File: src/rtl/lcar_pkg.sv
`timescale 1ns / 1ps

package lcar_pkg;

   // Fixed field widths
   localparam int CFG_W    = 24;
   localparam int RAW_W    = 24;
   localparam int GLITCH_W = 5;
   localparam int WEIGHT_W = 33;
   localparam int CSR_IDX_W = 4;

   // Defaults for the top-level parameters
   localparam int SAMPLE_BITS_DEF     = 24;
   localparam int TARE_SAMPLES_DEF    = 32;
   localparam int MEASURE_SAMPLES_DEF = 4;

   // Fixed-point layout: means carry 5 fraction bits, the weight 8
   localparam int MEAN_FRAC    = 5;
   localparam int WEIGHT_SHIFT = 3;

   localparam logic [CFG_W-1:0]    TIMEOUT_RESET = CFG_W'(1000000);
   localparam logic [CFG_W-1:0]    SCALE_RESET   = CFG_W'(100);
   localparam logic [GLITCH_W-1:0] GLITCH_MAX    = GLITCH_W'(31);

   // Register indexes
   localparam logic [CSR_IDX_W-1:0] CSR_TIMEOUT_TICKS = CSR_IDX_W'(0);
   localparam logic [CSR_IDX_W-1:0] CSR_SCALE_DIVISOR = CSR_IDX_W'(1);

   // Per-tick flags from the readout sequencer
   typedef struct packed {
      logic sck_level;
      logic sample_valid;
      logic timed_out;
   } lcar_tick_type;

   // Averaging / divide unit status towards the top level
   typedef struct packed {
      logic busy;
      logic calc_start;
      logic weight_valid;
      logic tare_done;
   } lcar_avg_status_type;

endpackage

File: src/rtl/lcar_chan_if.sv
`timescale 1ns / 1ps

interface lcar_req_if;
   logic valid;
   logic ready;
   logic dout_level;
   logic tare_request;

   modport source (output valid, output dout_level, output tare_request, input ready);
   modport sink   (input valid, input dout_level, input tare_request, output ready);
endinterface

interface lcar_rsp_if;
   logic                                valid;
   logic                                ready;
   logic                                sck_level;
   logic                                sample_valid;
   logic [lcar_pkg::RAW_W-1:0]          raw_sample;
   logic [lcar_pkg::GLITCH_W-1:0]       glitch_count;
   logic                                timed_out;
   logic                                weight_valid;
   logic signed [lcar_pkg::WEIGHT_W-1:0] weight_value;
   logic                                tare_done;

   modport source (output valid, output sck_level, output sample_valid, output raw_sample,
                   output glitch_count, output timed_out, output weight_valid,
                   output weight_value, output tare_done, input ready);
   modport sink   (input valid, input sck_level, input sample_valid, input raw_sample,
                   input glitch_count, input timed_out, input weight_valid,
                   input weight_value, input tare_done, output ready);
endinterface

interface lcar_csr_if;
   logic                            valid;
   logic                            ready;
   logic [lcar_pkg::CSR_IDX_W-1:0]  index;
   logic [lcar_pkg::CFG_W-1:0]      data;

   modport source (output valid, output index, output data, input ready);
   modport sink   (input valid, input index, input data, output ready);
endinterface

File: src/rtl/load_cell_adc_reader_top.sv
`timescale 1ns / 1ps

// Channel  Dir  Handshake      Payload
// req_chan in   valid / ready  dout_level, tare_request (one tick per transaction)
// rsp_chan out  valid / ready  sck_level, sample_valid, raw_sample, glitch_count,
//                              timed_out, weight_valid, weight_value, tare_done
// csr_chan in   valid / ready  index, data (0 timeout_ticks, 1 scale_divisor)
//
// Each tick's result lands in the output register, and the next tick can be
// taken in the following cycle, provided that result leaves then. A tick that
// closes a run holds req ready low while the bit-serial divider forms the tare
// level (tare run) or the mean and then the weight (measurement run); DW, the
// divider's dividend width, is 34 at default settings. Synchronous active-high
// reset; a tare run starts straight after reset. A result left waiting on rsp
// ready blocks the next tick; the single output register is freed in the cycle
// it is taken.
module load_cell_adc_reader_top #(
   parameter int SAMPLE_BITS     = lcar_pkg::SAMPLE_BITS_DEF,
   parameter int TARE_SAMPLES    = lcar_pkg::TARE_SAMPLES_DEF,
   parameter int MEASURE_SAMPLES = lcar_pkg::MEASURE_SAMPLES_DEF
) (
   input  logic         clock,
   input  logic         reset,
   lcar_req_if.sink     req_chan,
   lcar_rsp_if.source   rsp_chan,
   lcar_csr_if.sink     csr_chan
);

   localparam int RAW_EXT_W = (SAMPLE_BITS > lcar_pkg::RAW_W) ? SAMPLE_BITS : lcar_pkg::RAW_W;

   // configuration registers
   logic [lcar_pkg::CFG_W-1:0] timeout_ff, timeout_in;
   logic [lcar_pkg::CFG_W-1:0] scale_ff, scale_in;

   // output register
   logic                          rsp_valid_ff, rsp_valid_in;
   logic                          rsp_sck_ff, rsp_sck_in;
   logic                          rsp_sample_valid_ff, rsp_sample_valid_in;
   logic [lcar_pkg::RAW_W-1:0]    rsp_raw_ff, rsp_raw_in;
   logic [lcar_pkg::GLITCH_W-1:0] rsp_glitch_ff, rsp_glitch_in;
   logic                          rsp_timed_out_ff, rsp_timed_out_in;
   logic                          rsp_weight_valid_ff, rsp_weight_valid_in;
   logic                          rsp_tare_done_ff, rsp_tare_done_in;

   logic                            accept;
   lcar_pkg::lcar_tick_type         tick;
   logic [SAMPLE_BITS-1:0]          raw;
   logic [RAW_EXT_W-1:0]            raw_ext;
   logic [lcar_pkg::GLITCH_W-1:0]   glitches;
   lcar_pkg::lcar_avg_status_type   avg_status;
   logic signed [lcar_pkg::WEIGHT_W-1:0] weight_value;

   // ---------------------------------------------------------------------
   // Handshakes: a tick is taken when no divide is running and the output
   // register is free or being emptied in this cycle.
   // ---------------------------------------------------------------------
   assign req_chan.ready = !avg_status.busy && (!rsp_valid_ff || rsp_chan.ready);
   assign accept         = req_chan.valid && req_chan.ready;
   assign csr_chan.ready = 1'b1;

   always_comb begin
      timeout_in = timeout_ff;
      scale_in   = scale_ff;
      if (csr_chan.valid) begin
         case (csr_chan.index)
            lcar_pkg::CSR_TIMEOUT_TICKS: timeout_in = csr_chan.data;
            lcar_pkg::CSR_SCALE_DIVISOR: scale_in   = csr_chan.data;
            default: begin
            end
         endcase
      end
   end

   // ---------------------------------------------------------------------
   // SCK / DOUT sequencer with the serial shift register
   // ---------------------------------------------------------------------
   lcar_readout #(
      .SAMPLE_BITS (SAMPLE_BITS)
   ) u_readout (
      .clock         (clock),
      .reset         (reset),
      .accept        (accept),
      .dout_level    (req_chan.dout_level),
      .timeout_ticks (timeout_ff),
      .tick          (tick),
      .raw           (raw),
      .glitches      (glitches)
   );

   // ---------------------------------------------------------------------
   // Run accumulation, tare level and weight division
   // ---------------------------------------------------------------------
   lcar_avg #(
      .SAMPLE_BITS     (SAMPLE_BITS),
      .TARE_SAMPLES    (TARE_SAMPLES),
      .MEASURE_SAMPLES (MEASURE_SAMPLES)
   ) u_avg (
      .clock         (clock),
      .reset         (reset),
      .accept        (accept),
      .tare_request  (req_chan.tare_request),
      .sample_valid  (tick.sample_valid),
      .raw           (raw),
      .scale_divisor (scale_ff),
      .status        (avg_status),
      .weight_value  (weight_value)
   );

   assign raw_ext = RAW_EXT_W'(raw);

   // ---------------------------------------------------------------------
   // Output register. Ticks that finish a run are held back (valid low)
   // until the divider has produced the tare level or the weight.
   // raw_sample and glitch_count hold the last conversion between samples.
   // ---------------------------------------------------------------------
   always_comb begin
      rsp_valid_in        = rsp_valid_ff;
      rsp_sck_in          = rsp_sck_ff;
      rsp_sample_valid_in = rsp_sample_valid_ff;
      rsp_raw_in          = rsp_raw_ff;
      rsp_glitch_in       = rsp_glitch_ff;
      rsp_timed_out_in    = rsp_timed_out_ff;
      rsp_weight_valid_in = rsp_weight_valid_ff;
      rsp_tare_done_in    = rsp_tare_done_ff;
      if (accept) begin
         rsp_valid_in        = !avg_status.calc_start;
         rsp_sck_in          = tick.sck_level;
         rsp_sample_valid_in = tick.sample_valid;
         rsp_timed_out_in    = tick.timed_out;
         rsp_weight_valid_in = 1'b0;
         rsp_tare_done_in    = 1'b0;
         if (tick.sample_valid) begin
            rsp_raw_in    = raw_ext[lcar_pkg::RAW_W-1:0];
            rsp_glitch_in = glitches;
         end
      end else if (avg_status.weight_valid || avg_status.tare_done) begin
         rsp_valid_in        = 1'b1;
         rsp_weight_valid_in = avg_status.weight_valid;
         rsp_tare_done_in    = avg_status.tare_done;
      end else if (rsp_chan.ready) begin
         rsp_valid_in = 1'b0;
      end
   end

   always_ff @(posedge clock) begin
      if (reset) begin
         timeout_ff          <= lcar_pkg::TIMEOUT_RESET;
         scale_ff            <= lcar_pkg::SCALE_RESET;
         rsp_valid_ff        <= 1'b0;
         rsp_raw_ff          <= '0;
         rsp_glitch_ff       <= '0;
         rsp_weight_valid_ff <= 1'b0;
         rsp_tare_done_ff    <= 1'b0;
      end else begin
         timeout_ff          <= timeout_in;
         scale_ff            <= scale_in;
         rsp_valid_ff        <= rsp_valid_in;
         rsp_raw_ff          <= rsp_raw_in;
         rsp_glitch_ff       <= rsp_glitch_in;
         rsp_weight_valid_ff <= rsp_weight_valid_in;
         rsp_tare_done_ff    <= rsp_tare_done_in;
      end
      rsp_sck_ff          <= rsp_sck_in;
      rsp_sample_valid_ff <= rsp_sample_valid_in;
      rsp_timed_out_ff    <= rsp_timed_out_in;
   end

   assign rsp_chan.valid        = rsp_valid_ff;
   assign rsp_chan.sck_level    = rsp_sck_ff;
   assign rsp_chan.sample_valid = rsp_sample_valid_ff;
   assign rsp_chan.raw_sample   = rsp_raw_ff;
   assign rsp_chan.glitch_count = rsp_glitch_ff;
   assign rsp_chan.timed_out    = rsp_timed_out_ff;
   assign rsp_chan.weight_valid = rsp_weight_valid_ff;
   assign rsp_chan.weight_value = weight_value;
   assign rsp_chan.tare_done    = rsp_tare_done_ff;

endmodule

File: src/rtl/lcar_readout.sv
`timescale 1ns / 1ps

module lcar_readout #(
   parameter int SAMPLE_BITS = lcar_pkg::SAMPLE_BITS_DEF
) (
   input  logic                          clock,
   input  logic                          reset,
   input  logic                          accept,
   input  logic                          dout_level,
   input  logic [lcar_pkg::CFG_W-1:0]    timeout_ticks,
   output lcar_pkg::lcar_tick_type       tick,
   output logic [SAMPLE_BITS-1:0]        raw,
   output logic [lcar_pkg::GLITCH_W-1:0] glitches
);

   localparam int BIT_W = $clog2(SAMPLE_BITS);
   localparam logic [SAMPLE_BITS-1:0] SAMPLE_TOP = {1'b1, {(SAMPLE_BITS-1){1'b0}}};

   typedef enum logic [5:0] {
      PH_WAIT   = 6'b000001,
      PH_HIGH   = 6'b000010,
      PH_LOW1   = 6'b000100,
      PH_LOW2   = 6'b001000,
      PH_EXTRA  = 6'b010000,
      PH_FINISH = 6'b100000
   } lcar_phase_type;

   lcar_phase_type                phase_ff, phase_in;
   logic [BIT_W-1:0]              bit_ff, bit_in;
   logic [SAMPLE_BITS-1:0]        shift_ff, shift_in;
   logic [lcar_pkg::CFG_W-1:0]    wait_ff, wait_in;
   logic [lcar_pkg::GLITCH_W-1:0] glitch_ff, glitch_in;
   logic                          mismatch_ff, mismatch_in;

   logic [lcar_pkg::CFG_W-1:0]    wait_inc;
   logic [lcar_pkg::CFG_W-1:0]    wait_lim;

   assign wait_inc = wait_ff + lcar_pkg::CFG_W'(1);
   assign wait_lim = (timeout_ticks == '0) ? lcar_pkg::CFG_W'(1) : timeout_ticks;

   always_comb begin
      phase_in    = phase_ff;
      bit_in      = bit_ff;
      shift_in    = shift_ff;
      wait_in     = wait_ff;
      glitch_in   = glitch_ff;
      mismatch_in = mismatch_ff;
      tick        = '0;
      case (phase_ff)
         PH_WAIT: begin
            if (!dout_level) begin
               wait_in   = '0;
               bit_in    = '0;
               shift_in  = '0;
               glitch_in = '0;
               phase_in  = PH_HIGH;
            end else if (wait_inc >= wait_lim) begin
               tick.timed_out = 1'b1;
               wait_in        = '0;
            end else begin
               wait_in = wait_inc;
            end
         end
         PH_HIGH: begin
            tick.sck_level = 1'b1;
            shift_in       = {shift_ff[SAMPLE_BITS-2:0], dout_level};
            phase_in       = PH_LOW1;
         end
         PH_LOW1: begin
            mismatch_in = dout_level != shift_ff[0];
            phase_in    = PH_LOW2;
         end
         PH_LOW2: begin
            if ((mismatch_ff || dout_level != shift_ff[0]) && glitch_ff != lcar_pkg::GLITCH_MAX)
               glitch_in = glitch_ff + lcar_pkg::GLITCH_W'(1);
            mismatch_in = 1'b0;
            bit_in      = bit_ff + BIT_W'(1);
            phase_in    = (bit_ff == BIT_W'(SAMPLE_BITS - 1)) ? PH_EXTRA : PH_HIGH;
         end
         PH_EXTRA: begin
            // gain 128 pulse
            tick.sck_level = 1'b1;
            phase_in       = PH_FINISH;
         end
         PH_FINISH: begin
            tick.sample_valid = 1'b1;
            phase_in          = PH_WAIT;
         end
         default: begin
            phase_in = PH_WAIT;
         end
      endcase
   end

   assign raw      = shift_ff ^ SAMPLE_TOP;
   assign glitches = glitch_ff;

   always_ff @(posedge clock) begin
      if (reset) begin
         phase_ff    <= PH_WAIT;
         bit_ff      <= '0;
         shift_ff    <= '0;
         wait_ff     <= '0;
         glitch_ff   <= '0;
         mismatch_ff <= 1'b0;
      end else if (accept) begin
         phase_ff    <= phase_in;
         bit_ff      <= bit_in;
         shift_ff    <= shift_in;
         wait_ff     <= wait_in;
         glitch_ff   <= glitch_in;
         mismatch_ff <= mismatch_in;
      end
   end

endmodule

File: src/rtl/lcar_div.sv
`timescale 1ns / 1ps

// Restoring divider, one quotient bit per cycle.
module lcar_div #(
   parameter int DIVIDEND_W = 34,
   parameter int DIVISOR_W  = lcar_pkg::CFG_W
) (
   input  logic                  clock,
   input  logic                  reset,
   input  logic                  start,
   input  logic [DIVIDEND_W-1:0] dividend,
   input  logic [DIVISOR_W-1:0]  divisor,
   output logic                  done,
   output logic [DIVIDEND_W-1:0] quotient
);

   localparam int CNT_W = $clog2(DIVIDEND_W);

   logic                  busy_ff, busy_in;
   logic                  done_ff, done_in;
   logic [CNT_W-1:0]      cnt_ff, cnt_in;
   logic [DIVISOR_W-1:0]  rem_ff, rem_in;
   logic [DIVIDEND_W-1:0] quo_ff, quo_in;
   logic [DIVISOR_W-1:0]  dvs_ff, dvs_in;

   logic [DIVISOR_W:0]    trial;
   logic [DIVISOR_W:0]    trial_sub;
   logic                  fits;

   assign trial     = {rem_ff, quo_ff[DIVIDEND_W-1]};
   assign trial_sub = trial - {1'b0, dvs_ff};
   assign fits      = !trial_sub[DIVISOR_W];

   always_comb begin
      busy_in = busy_ff;
      done_in = 1'b0;
      cnt_in  = cnt_ff;
      rem_in  = rem_ff;
      quo_in  = quo_ff;
      dvs_in  = dvs_ff;
      if (start) begin
         busy_in = 1'b1;
         cnt_in  = '0;
         rem_in  = '0;
         quo_in  = dividend;
         dvs_in  = divisor;
      end else if (busy_ff) begin
         rem_in = fits ? trial_sub[DIVISOR_W-1:0] : trial[DIVISOR_W-1:0];
         quo_in = {quo_ff[DIVIDEND_W-2:0], fits};
         cnt_in = cnt_ff + CNT_W'(1);
         if (cnt_ff == CNT_W'(DIVIDEND_W - 1)) begin
            busy_in = 1'b0;
            done_in = 1'b1;
         end
      end
   end

   always_ff @(posedge clock) begin
      if (reset) begin
         busy_ff <= 1'b0;
         done_ff <= 1'b0;
      end else begin
         busy_ff <= busy_in;
         done_ff <= done_in;
      end
      cnt_ff <= cnt_in;
      rem_ff <= rem_in;
      quo_ff <= quo_in;
      dvs_ff <= dvs_in;
   end

   assign done     = done_ff;
   assign quotient = quo_ff;

endmodule

File: src/rtl/lcar_avg.sv
`timescale 1ns / 1ps

module lcar_avg #(
   parameter int SAMPLE_BITS     = lcar_pkg::SAMPLE_BITS_DEF,
   parameter int TARE_SAMPLES    = lcar_pkg::TARE_SAMPLES_DEF,
   parameter int MEASURE_SAMPLES = lcar_pkg::MEASURE_SAMPLES_DEF
) (
   input  logic                                 clock,
   input  logic                                 reset,
   input  logic                                 accept,
   input  logic                                 tare_request,
   input  logic                                 sample_valid,
   input  logic [SAMPLE_BITS-1:0]               raw,
   input  logic [lcar_pkg::CFG_W-1:0]           scale_divisor,
   output lcar_pkg::lcar_avg_status_type        status,
   output logic signed [lcar_pkg::WEIGHT_W-1:0] weight_value
);

   localparam int MAXN   = (TARE_SAMPLES > MEASURE_SAMPLES) ? TARE_SAMPLES : MEASURE_SAMPLES;
   localparam int CNT_W  = $clog2(MAXN + 1);
   localparam int SUM_W  = SAMPLE_BITS + $clog2(MAXN);
   localparam int MEAN_W = SAMPLE_BITS + lcar_pkg::MEAN_FRAC;
   localparam int DIFF_W = MEAN_W + 1;
   localparam int MAG_W  = MEAN_W + lcar_pkg::WEIGHT_SHIFT;
   localparam int SUMX_W = SUM_W + lcar_pkg::MEAN_FRAC;
   localparam int DW     = (SUMX_W > MAG_W) ? SUMX_W : MAG_W;
   localparam int SAT_W  = (DW > 34) ? DW : 34;
   localparam int WW     = lcar_pkg::WEIGHT_W;

   localparam logic [SAT_W-1:0] POS_LIMIT = SAT_W'(64'h0_FFFF_FFFF);
   localparam logic [SAT_W-1:0] NEG_LIMIT = SAT_W'(64'h1_0000_0000);
   localparam logic [WW-1:0]    W_MAX     = WW'(64'h0_FFFF_FFFF);
   localparam logic [WW-1:0]    W_MIN     = WW'(64'h1_0000_0000);

   typedef enum logic [3:0] {
      CALC_IDLE   = 4'b0001,
      CALC_MEAN   = 4'b0010,
      CALC_DIFF   = 4'b0100,
      CALC_WEIGHT = 4'b1000
   } lcar_calc_type;

   lcar_calc_type             state_ff, state_in;
   logic [SUM_W-1:0]          sum_ff, sum_in;
   logic [CNT_W-1:0]          cnt_ff, cnt_in;
   logic [MEAN_W-1:0]         zero_ff, zero_in;
   logic                      tare_active_ff, tare_active_in;
   logic                      tare_mode_ff, tare_mode_in;
   logic signed [DIFF_W-1:0]  diff_ff, diff_in;
   logic signed [WW-1:0]      weight_ff, weight_in;

   logic [SUM_W-1:0]          base_sum, new_sum;
   logic [CNT_W-1:0]          base_cnt, new_cnt;
   logic                      act, tare_full, meas_full, calc_start;
   logic [DIFF_W-1:0]         diff_abs;
   logic [DW-1:0]             mean_dividend, weight_dividend;
   logic [lcar_pkg::CFG_W-1:0] mean_divisor, weight_divisor;
   logic                      div_start, div_done;
   logic [DW-1:0]             div_dividend, div_quotient;
   logic [lcar_pkg::CFG_W-1:0] div_divisor;
   logic [MEAN_W-1:0]         mean;
   logic [SAT_W-1:0]          qx;
   logic [WW-1:0]             weight_sat;

   // a tare request clears the run before this tick's conversion is added
   assign base_sum  = tare_request ? '0 : sum_ff;
   assign base_cnt  = tare_request ? '0 : cnt_ff;
   assign act       = tare_request | tare_active_ff;
   assign new_sum   = base_sum + SUM_W'(raw);
   assign new_cnt   = base_cnt + CNT_W'(1);
   assign tare_full = act && (new_cnt >= CNT_W'(TARE_SAMPLES));
   assign meas_full = !act && (new_cnt >= CNT_W'(MEASURE_SAMPLES));
   assign calc_start = accept && sample_valid && (tare_full || meas_full);

   assign mean_dividend = DW'({new_sum, {lcar_pkg::MEAN_FRAC{1'b0}}});
   assign mean_divisor  = tare_full ? lcar_pkg::CFG_W'(TARE_SAMPLES)
                                    : lcar_pkg::CFG_W'(MEASURE_SAMPLES);

   assign diff_abs        = diff_ff[DIFF_W-1] ? DIFF_W'(-diff_ff) : DIFF_W'(diff_ff);
   assign weight_dividend = DW'({diff_abs[DIFF_W-2:0], {lcar_pkg::WEIGHT_SHIFT{1'b0}}});
   assign weight_divisor  = (scale_divisor == '0) ? lcar_pkg::CFG_W'(1) : scale_divisor;

   assign div_dividend = (state_ff == CALC_DIFF) ? weight_dividend : mean_dividend;
   assign div_divisor  = (state_ff == CALC_DIFF) ? weight_divisor : mean_divisor;

   assign mean = div_quotient[MEAN_W-1:0];

   // truncated toward zero, then clamped to the 33-bit range
   assign qx = SAT_W'(div_quotient);
   always_comb begin
      if (diff_ff[DIFF_W-1])
         weight_sat = (qx > NEG_LIMIT) ? W_MIN : WW'(-qx[WW-1:0]);
      else
         weight_sat = (qx > POS_LIMIT) ? W_MAX : qx[WW-1:0];
   end

   always_comb begin
      state_in       = state_ff;
      sum_in         = sum_ff;
      cnt_in         = cnt_ff;
      zero_in        = zero_ff;
      tare_active_in = tare_active_ff;
      tare_mode_in   = tare_mode_ff;
      diff_in        = diff_ff;
      weight_in      = weight_ff;
      div_start      = 1'b0;
      status         = '0;

      if (accept) begin
         sum_in         = base_sum;
         cnt_in         = base_cnt;
         tare_active_in = act;
         if (sample_valid) begin
            if (tare_full || meas_full) begin
               sum_in       = '0;
               cnt_in       = '0;
               div_start    = 1'b1;
               state_in     = CALC_MEAN;
               tare_mode_in = tare_full;
               if (tare_full)
                  tare_active_in = 1'b0;
            end else begin
               sum_in = new_sum;
               cnt_in = new_cnt;
            end
         end
      end

      case (state_ff)
         CALC_IDLE: begin
         end
         CALC_MEAN: begin
            if (div_done) begin
               if (tare_mode_ff) begin
                  zero_in          = mean;
                  status.tare_done = 1'b1;
                  state_in         = CALC_IDLE;
               end else begin
                  diff_in  = $signed({1'b0, mean}) - $signed({1'b0, zero_ff});
                  state_in = CALC_DIFF;
               end
            end
         end
         CALC_DIFF: begin
            div_start = 1'b1;
            state_in  = CALC_WEIGHT;
         end
         CALC_WEIGHT: begin
            if (div_done) begin
               weight_in           = weight_sat;
               status.weight_valid = 1'b1;
               state_in            = CALC_IDLE;
            end
         end
         default: begin
            state_in = CALC_IDLE;
         end
      endcase

      status.busy       = state_ff != CALC_IDLE;
      status.calc_start = calc_start;
   end

   lcar_div #(
      .DIVIDEND_W (DW),
      .DIVISOR_W  (lcar_pkg::CFG_W)
   ) u_div (
      .clock    (clock),
      .reset    (reset),
      .start    (div_start),
      .dividend (div_dividend),
      .divisor  (div_divisor),
      .done     (div_done),
      .quotient (div_quotient)
   );

   always_ff @(posedge clock) begin
      if (reset) begin
         state_ff       <= CALC_IDLE;
         sum_ff         <= '0;
         cnt_ff         <= '0;
         zero_ff        <= '0;
         tare_active_ff <= 1'b1;
         tare_mode_ff   <= 1'b0;
         weight_ff      <= '0;
      end else begin
         state_ff       <= state_in;
         sum_ff         <= sum_in;
         cnt_ff         <= cnt_in;
         zero_ff        <= zero_in;
         tare_active_ff <= tare_active_in;
         tare_mode_ff   <= tare_mode_in;
         weight_ff      <= weight_in;
      end
      diff_ff <= diff_in;
   end

   assign weight_value = weight_ff;

endmodule
File: src/flat_wrapper.sv
// flat-port wrapper written by rule: the top's interface ports become plain ports
module load_cell_adc_reader_top_flat 
#(
   parameter int SAMPLE_BITS     = lcar_pkg::SAMPLE_BITS_DEF,
   parameter int TARE_SAMPLES    = lcar_pkg::TARE_SAMPLES_DEF,
   parameter int MEASURE_SAMPLES = lcar_pkg::MEASURE_SAMPLES_DEF
)
  (clock, reset, req_chan_valid, req_chan_dout_level, req_chan_tare_request, req_chan_ready, rsp_chan_valid, rsp_chan_sck_level, rsp_chan_sample_valid, rsp_chan_raw_sample, rsp_chan_glitch_count, rsp_chan_timed_out, rsp_chan_weight_valid, rsp_chan_weight_value, rsp_chan_tare_done, rsp_chan_ready, csr_chan_valid, csr_chan_index, csr_chan_data, csr_chan_ready);
  lcar_req_if req_chan_i ();
  lcar_rsp_if rsp_chan_i ();
  lcar_csr_if csr_chan_i ();
  input  logic clock;
  input  logic reset;
  input wire logic [$bits(req_chan_i.valid)-1:0] req_chan_valid;
  input wire logic [$bits(req_chan_i.dout_level)-1:0] req_chan_dout_level;
  input wire logic [$bits(req_chan_i.tare_request)-1:0] req_chan_tare_request;
  output wire logic [$bits(req_chan_i.ready)-1:0] req_chan_ready;
  output wire logic [$bits(rsp_chan_i.valid)-1:0] rsp_chan_valid;
  output wire logic [$bits(rsp_chan_i.sck_level)-1:0] rsp_chan_sck_level;
  output wire logic [$bits(rsp_chan_i.sample_valid)-1:0] rsp_chan_sample_valid;
  output wire logic [$bits(rsp_chan_i.raw_sample)-1:0] rsp_chan_raw_sample;
  output wire logic [$bits(rsp_chan_i.glitch_count)-1:0] rsp_chan_glitch_count;
  output wire logic [$bits(rsp_chan_i.timed_out)-1:0] rsp_chan_timed_out;
  output wire logic [$bits(rsp_chan_i.weight_valid)-1:0] rsp_chan_weight_valid;
  output wire logic [$bits(rsp_chan_i.weight_value)-1:0] rsp_chan_weight_value;
  output wire logic [$bits(rsp_chan_i.tare_done)-1:0] rsp_chan_tare_done;
  input wire logic [$bits(rsp_chan_i.ready)-1:0] rsp_chan_ready;
  input wire logic [$bits(csr_chan_i.valid)-1:0] csr_chan_valid;
  input wire logic [$bits(csr_chan_i.index)-1:0] csr_chan_index;
  input wire logic [$bits(csr_chan_i.data)-1:0] csr_chan_data;
  output wire logic [$bits(csr_chan_i.ready)-1:0] csr_chan_ready;
  assign req_chan_i.valid = req_chan_valid;
  assign req_chan_i.dout_level = req_chan_dout_level;
  assign req_chan_i.tare_request = req_chan_tare_request;
  assign req_chan_ready = req_chan_i.ready;
  assign rsp_chan_valid = rsp_chan_i.valid;
  assign rsp_chan_sck_level = rsp_chan_i.sck_level;
  assign rsp_chan_sample_valid = rsp_chan_i.sample_valid;
  assign rsp_chan_raw_sample = rsp_chan_i.raw_sample;
  assign rsp_chan_glitch_count = rsp_chan_i.glitch_count;
  assign rsp_chan_timed_out = rsp_chan_i.timed_out;
  assign rsp_chan_weight_valid = rsp_chan_i.weight_valid;
  assign rsp_chan_weight_value = rsp_chan_i.weight_value;
  assign rsp_chan_tare_done = rsp_chan_i.tare_done;
  assign rsp_chan_i.ready = rsp_chan_ready;
  assign csr_chan_i.valid = csr_chan_valid;
  assign csr_chan_i.index = csr_chan_index;
  assign csr_chan_i.data = csr_chan_data;
  assign csr_chan_ready = csr_chan_i.ready;
  load_cell_adc_reader_top #(.SAMPLE_BITS(SAMPLE_BITS), .TARE_SAMPLES(TARE_SAMPLES), .MEASURE_SAMPLES(MEASURE_SAMPLES)) u_core (.clock(clock), .reset(reset), .req_chan(req_chan_i), .rsp_chan(rsp_chan_i), .csr_chan(csr_chan_i));
endmodule
File: config.mk
export PLATFORM = sky130hd
export DESIGN_NAME = load_cell_adc_reader_top_flat
export DESIGN_NICKNAME = d
export VERILOG_FILES = /design/src/rtl/lcar_pkg.sv /design/src/rtl/lcar_chan_if.sv /design/src/rtl/load_cell_adc_reader_top.sv /design/src/rtl/lcar_readout.sv /design/src/rtl/lcar_div.sv /design/src/rtl/lcar_avg.sv /design/src/flat_wrapper.sv
export SDC_FILE = /design/constraint.sdc
export NUM_CORES = 1
export LEC_CHECK = 0
export ABC_AREA = 1
export BUFFER_PORTS_ARGS = -buffer_cell sky130_fd_sc_hd__buf_2
export CORE_ASPECT_RATIO = 1.1
export CORE_MARGIN = 3
export CORE_UTILIZATION = 35
export DETAILED_ROUTE_END_ITERATION = 8
export HOLD_SLACK_MARGIN = 0.03
export PLACE_DENSITY_LB_ADDON = 0.1
export SYNTH_ARGS = -nofsm -noshare
export SYNTH_HDL_FRONTEND = slang
export SYNTH_SLANG_ARGS = --single-unit
File: constraint.sdc
create_clock -name clock -period 4.3 [get_ports clock]
set_input_delay 1.29 -clock clock [delete_from_list [all_inputs] [get_ports clock]]
set_output_delay 1.29 -clock clock [all_outputs]
set_load 0.02 [all_outputs]
# Word-level counts from Yosys, hierarchy flattened
# Cells that the tools add are included.
[op_classes]
muxes = 59
add_sub_neg = 10
n_eq_ne = 18
bitwise_logic = 4
n_reduce_logical = 41
n_lt_le_gt_ge = 5
[op_table]
columns = ["cell", "count"]
rows = [
  ["$mux 24", 7],
  ["$mux 29", 4],
  ["$mux 34", 3],
  ["$mux 33", 3],
  ["$logic_not 24->1", 2],
  ["$pmux 24 s2", 1],
  ["$gt 34x32->1 const B", 1],
  ["$gt 34x33->1 const B", 1],
  ["$neg 33->33", 1],
  ["$mux 6", 5],
  ["$pmux 6 s5", 1],
  ["$sub 29x29->30", 1],
  ["$add 29x24->29", 1],
  ["$neg 29->29", 1],
  ["$sub 25x24->25", 1],
  ["$add 24x1->24 const B", 1],
  ["$ge 24x24->1", 1],
  ["$mux 1", 22],
  ["$mux 4", 5],
  ["$pmux 5 s2", 2],
  ["$pmux 4 s4", 1],
  ["$reduce_and 2->1", 8],
  ["$mux 5", 3],
  ["$reduce_and 3->1", 5],
  ["32 further kinds", 56],
]
[word_totals]
elab_cells = 167
input_bits = 35
output_inout_bits = 70
regBits = 371

# Longest topological paths before layout
[depth]
depth_word = 10
mapped_depth = 19
mapped_depth_nobuf = 18

# By module
# From an unflattened synthesis, not the netlist that was laid out.
[unflattened]
cells_unflattened = 3855
area_unflattened_um2 = 24833.8
[by_module_without_submodules]
columns = ["mod", "cells_per_inst", "area_per_inst_um2", "seq_area_each_um2", "n_inst"]
rows = [
  ["lcar_avg", 1942, 11601.1, 2962.8, 1],
  ["lcar_div", 787, 5534.1, 2382.3, 1],
  ["lcar_readout", 700, 4538.1, 1301.2, 1],
  ["load_cell_adc_reader_top", 426, 3160.5, 1691.6, 1],
]

# Least setup slack after synthesis
# No wires, ideal clock.
[synth_path]
path_type = "input to register"
startpoint = "input req_chan_tare_request"
endpoint = "register u_core.u_avg.u_div.quo_ff[0], in the netlist u_core.u_avg.u_div.quotient[0] (enable)"
stages = 17
path_buffers = 4
t_arrival_ns = 3.766
path_slack_ns = 0.146
setup_time_ns = 0.389
required_ns = 3.911
cell_sequence = "buf_6 clkbuf_1 clkbuf_1 nor2_1 ha_1 nand2_1 nand2_1 inv_1 nor2_1 nand2_1 nand2_1 nand2_2 nand2_4 nand2_8 nor2_8 buf_6 inv_1"
[synth_via]
elab_chain_cells = 10
word_cells_on_any_way = 14
classes_between = "1 x add/sub; 2 x order compare; 5 x mux; 1 x bitwise; 5 x reduce/logical"
[synth_rtl]
columns = ["element", "line", "rtl"]
rows = [
  ["from (decl)", "flat_wrapper.sv:16", "input wire logic [$bits(req_chan_i.tare_request)-1:0] req_chan_tare_request;"],
  ["$mux 6", "lcar_avg.sv:66", "assign base_cnt = tare_request ? '0 : cnt_ff;"],
  ["$add 6x1->6", "lcar_avg.sv:69", "assign new_cnt = base_cnt + CNT_W'(1);"],
  ["$ge 6x6->1 or $ge 6x3->1 (tied branches)", "lcar_avg.sv:70, lcar_avg.sv:71", ""],
  ["$logic_and 1x1->1, on equally long branches", "lcar_avg.sv:70, lcar_avg.sv:71", ""],
  ["$logic_or 1x1->1 *", "lcar_avg.sv:113", "if (tare_full || meas_full) begin"],
  ["$mux 1 *", "lcar_avg.sv:113", ""],
  ["$mux 1 *", "lcar_avg.sv:112", "if (sample_valid) begin"],
  ["$mux 1 *", "lcar_avg.sv:108", "if (accept) begin"],
  ["$mux 1 *", "lcar_avg.sv:128", "case (state_ff)"],
  ["$reduce_bool 2->1 (no source line) *", "n/a", ""],
  ["to (signal assigned)", "lcar_div.sv:68", "quo_ff <= quo_in;"],
  ["to (decl)", "lcar_div.sv:23", "logic [DIVIDEND_W-1:0] quo_ff, quo_in;"],
]
# Every way passes the cells marked *; elsewhere a longest branch is shown, timed or not.
# A chain may end at the register's enable or synchronous reset.

# Worst setup path in the final report
[layout_path]
startpoint = "input req_chan_tare_request"
endpoint = "register u_core.u_avg.u_div.quo_ff[16], in the netlist u_core.u_avg.u_div.quotient[16] (data pin)"
[layout_via]
elab_chain_cells = 10
word_cells_on_any_way = 17
classes_between = "2 x add/sub; 2 x order compare; 8 x mux; 1 x bitwise; 4 x reduce/logical"
[layout_rtl]
columns = ["element", "line", "rtl"]
rows = [
  ["$mux 6", "lcar_avg.sv:66", ""],
  ["$add 6x1->6", "lcar_avg.sv:69", ""],
  ["$ge 6x6->1 or $ge 6x3->1 (tied branches)", "lcar_avg.sv:70, lcar_avg.sv:71", ""],
  ["$logic_and 1x1->1, on equally long branches", "lcar_avg.sv:70, lcar_avg.sv:71", ""],
  ["$logic_or 1x1->1", "lcar_avg.sv:113", ""],
  ["$mux 1", "lcar_avg.sv:113", ""],
  ["$mux 1", "lcar_avg.sv:112", ""],
  ["$mux 1", "lcar_avg.sv:108", ""],
  ["$mux 1", "lcar_avg.sv:128", ""],
  ["$mux 34 *", "lcar_div.sv:41", "if (start) begin"],
  ["via u_core.u_avg.u_div.quo_in[16]", "lcar_div.sv:23", ""],
]
# Mark *: on every way through the listed nets, which the timed path passes. The rest lies on a longest branch.

==> flow_summary.ini <==
[timing]
tightest_slew_ps = 854
setup_violations = 0
drv_slew = 0
setup_slack_ps = 782
fin_crit_sh = 0.818
hold_viol_final = 0
relSlewSlack = 0.430
period_needed_ps = 3520
rsz0062_at_grt = no
clock_skew_ps = 27.9
tns_ps = 0
timing.fmax_mhz = 284

[clock_tree]
post_cts_resized = 0
clock_latency_ps = 600
path_clk_slew_ps = 60
clockBufferDepth = 3
cts_setup_buffers = 0
cts_tree = done
hold_buffers = 0
root_buffer = clkbuf_16
cts_made_buffers = 45
clock-sinks = 371
cts_max_level = 2

[logic_synthesis]
synthArstFlopShare = 0
netlist_area_mm2 = 0.0234
synth-edff-count = 91
synth_common_cells = nand2_1 (917), inv_1 (482), nor2_1 (377)
ys_ff_latch = 371
synth_cell_type_count = 51
synth-main-ff-cell = dfxtp_1
synth_nets = 3661
synth.most_common_cell = nand2_1
yosysTopAreaCellShare = 0.239
synth.largest_area_cell = dfxtp_1
yosys-top-cells-area = dfxtp_1 (24%), nand2_1 (15%), edfxtp_1 (12%)
ys_seq_area_frac = 0.356
synth_cells = 3513
synth.avg_cell_area_um2 = 6.66
yosysWarnings = 0

[global_routing]
grt_max_degree = 68
antenna_found_initial = 1
grt_usage = 0.210
grt-ovfl-total = 0
grt_first_pass_wirelength_um = 118000
grt_pass1_vias = 21000

[worst_setup_path]
cp.arrival_ps = 3830
startpoint = req_chan_tare_request
rr_worst_depth = 20
reg2reg_from = u_core.u_readout.wait_ff[0]$_SDFFE_PP0P_
cp-start-kind = input port
cp_max_fo = 19
worstPathRequired_ps = 4610
critPathKind = input port to register
ff2ff_setup_slack_ps = 1040
crit_path_end_kind = register
timing.rr.end = u_core.rsp_chan.timed_out$_SDFFCE_PN0P_
cp-endpoint = u_core.u_avg.u_div.quotient[16]$_DFFE_PP_

[layout]
multiInputGateArea_mm2 = 0.0127
layout-drive-gt1-share = 0.0699
syn_to_final_growth_pct = 12.2
antenna_cells = 0
fin_nets = 3732
n_fill_cell = 6988
register_area_mm2 = 0.00834

[routing]
drtIter0Drc = 1538
drt-pass1-iter-count = 5
wire_per_inst_um = 16.7
vias = 22100
drt.antenna.violating_nets = 0
viasPerCell = 4.95
drc = 0
totalWireLength_um = 74500

[floorplanning]
start_util = 0.357
die_area_mm2 = 0.0700
core_region_area_mm2 = 0.0656
die_y_um = 277
ios = 105
die_width_um = 253
row_count = 98

[power]
leakage_uw = 0.0120
power_density_mw_per_mm2 = 306
ir_worst_vdd_mv = 0.261

[place]
port_buffers = 103
post-dp-hpwl_um = 56000
globalplace.congestion = 0.880
dpl_worst_slack_ps = 168

[hold_path]
holdPathStages = 2
min_path_type = register to register
min-delay-start = u_core.u_avg.zero_ff[12]$_SDFFE_PP0P_

[job]
drv_cap = 0

[status]
status = finished clean
-- layout make-up --
type                       count  area share
inverter                     491      0.0703
multi-input combinational   2534       0.483
sequential                   371       0.317
clock buffer                  58      0.0475
timing repair buffer         141      0.0319
tap                          850      0.0405
clock inverter                25     0.00990
-- layout by cell type, fill, tap and decap left out, types with 4 or more instances in the layout --
cell type / n
bufinv_16: 4
inv_1: 481
clkinv_1: 6
nor4_1: 7
ha_1: 110
a21oi_1: 366
nand3b_1: 11
o211ai_1: 5
o21ai_0: 247
nand3_2: 4
inv_4: 4
nand2_2: 4
clkbuf_1: 8
buf_4: 35
xor2_1: 72
xnor2_1: 31
clkbuf_16: 47
edfxtp_1: 91
or2_2: 5
nor3_1: 45
o21ai_1: 5
nand3_1: 212
and2_1: 4
buf_2: 103
nand2_1: 917
inv_2: 6
clkinv_2: 6
nor2_1: 376
clkinvlp_4: 6
nor2_2: 6
o21bai_1: 13
o21a_1: 6
dfxtp_1: 280
nor2_4: 6
nand4_1: 53
-- layer usage --
layer	share of wire	global-route usage	wire length (um)
met1	0.50	0.306	36900
met2	0.42	0.320	31500
met3	0.054	0.0290	4020
met4	0.028	0.0641	2090
met5	0	0	0
-- where the power goes --
part	switching (uW)	leakage (uW)	internal [uW]
Sequential	34.5	0.00305	3610
Combinational	330	0.00824	140
Clock	1610	0.000725	2300
Total	1980	0.0120	6060
-- registers in the layout, indices dropped and copies added (netlist names), 6 cells and up --
| register | count |
|---|---|
| u_core.u_avg.u_div.quotient | 34 |
| u_core.scale_ff | 24 |
| u_core.u_avg.cnt_ff | 6 |
| u_core.rsp_chan.raw_sample | 24 |
| u_core.u_avg.u_div.rem_ff | 24 |
| u_core.u_avg.diff_ff | 30 |
| u_core.u_avg.zero_ff | 29 |
| u_core.u_avg.u_div.dvs_ff | 24 |
| u_core.u_readout.shift_ff | 24 |
| u_core.u_readout.wait_ff | 24 |
| u_core.u_avg.weight_value | 33 |
| u_core.timeout_ff | 24 |
| u_core.u_avg.sum_ff | 29 |
| u_core.u_avg.u_div.cnt_ff | 6 |
| u_core.u_readout.phase_ff | 6 |
-- critical path, stage by stage --
cell     delay, ps
buf_2          360
buf_12         220
nor2_1          70
ha_1           360
nand2_1        120
nand3_1        220
nand2_1        120
nand2_1        110
nand2_1        100
nand2_1         80
nand2_1         60
nand2_1        140
o21ai_0        450
a21oi_1        120
-- cell families (layout without fill, tap and decap cells) --
group | count (synthesis) | after routing | synth area share
AOI/OAI and AO/OA | 655 | 655 | 0.144
xor gates and xnor gates | 104 | 104 | 0.0392
adders and majority gates | 113 | 113 | 0.0614
buffers and inverters | 608 | 715 | 0.103
DFF | 371 | 371 | 0.356
other | 1 | 1 | 0.000160
and+or+nand+nor | 1661 | 1661 | 0.296
-- stage by stage --
step / cells / instance area, um2 / utilization / hold WS (ps) / total power, uW
2_1_floorplan: 3513 / 23400 / - / 425 / 4050
3_3_place_gp: 4387 / 24800 / 0.378 / 449 / 4190
3_5_place_dp: 4387 / 24800 / 0.378 / 450 / 4190
4_1_cts: 4470 / 26300 / 0.401 / 460 / 8140
5_1_grt: 4470 / 26300 / 0.401 / 479 / 8350
6_report: 4470 / 26300 / 0.401 / 455 / 8030
-- worst min-delay path by stage --
stage,end
floorplan,u_core.u_avg.cnt_ff[5]$_SDFFE_PP0P_
global placement,u_core.u_avg.zero_ff[8]$_SDFFE_PP0P_
detailed placement,u_core.u_avg.zero_ff[22]$_SDFFE_PP0P_
CTS,u_core.u_avg.zero_ff[22]$_SDFFE_PP0P_
global route,u_core.u_avg.zero_ff[22]$_SDFFE_PP0P_
finish,u_core.u_avg.zero_ff[12]$_SDFFE_PP0P_
Power figures use the tool's default switching activity.
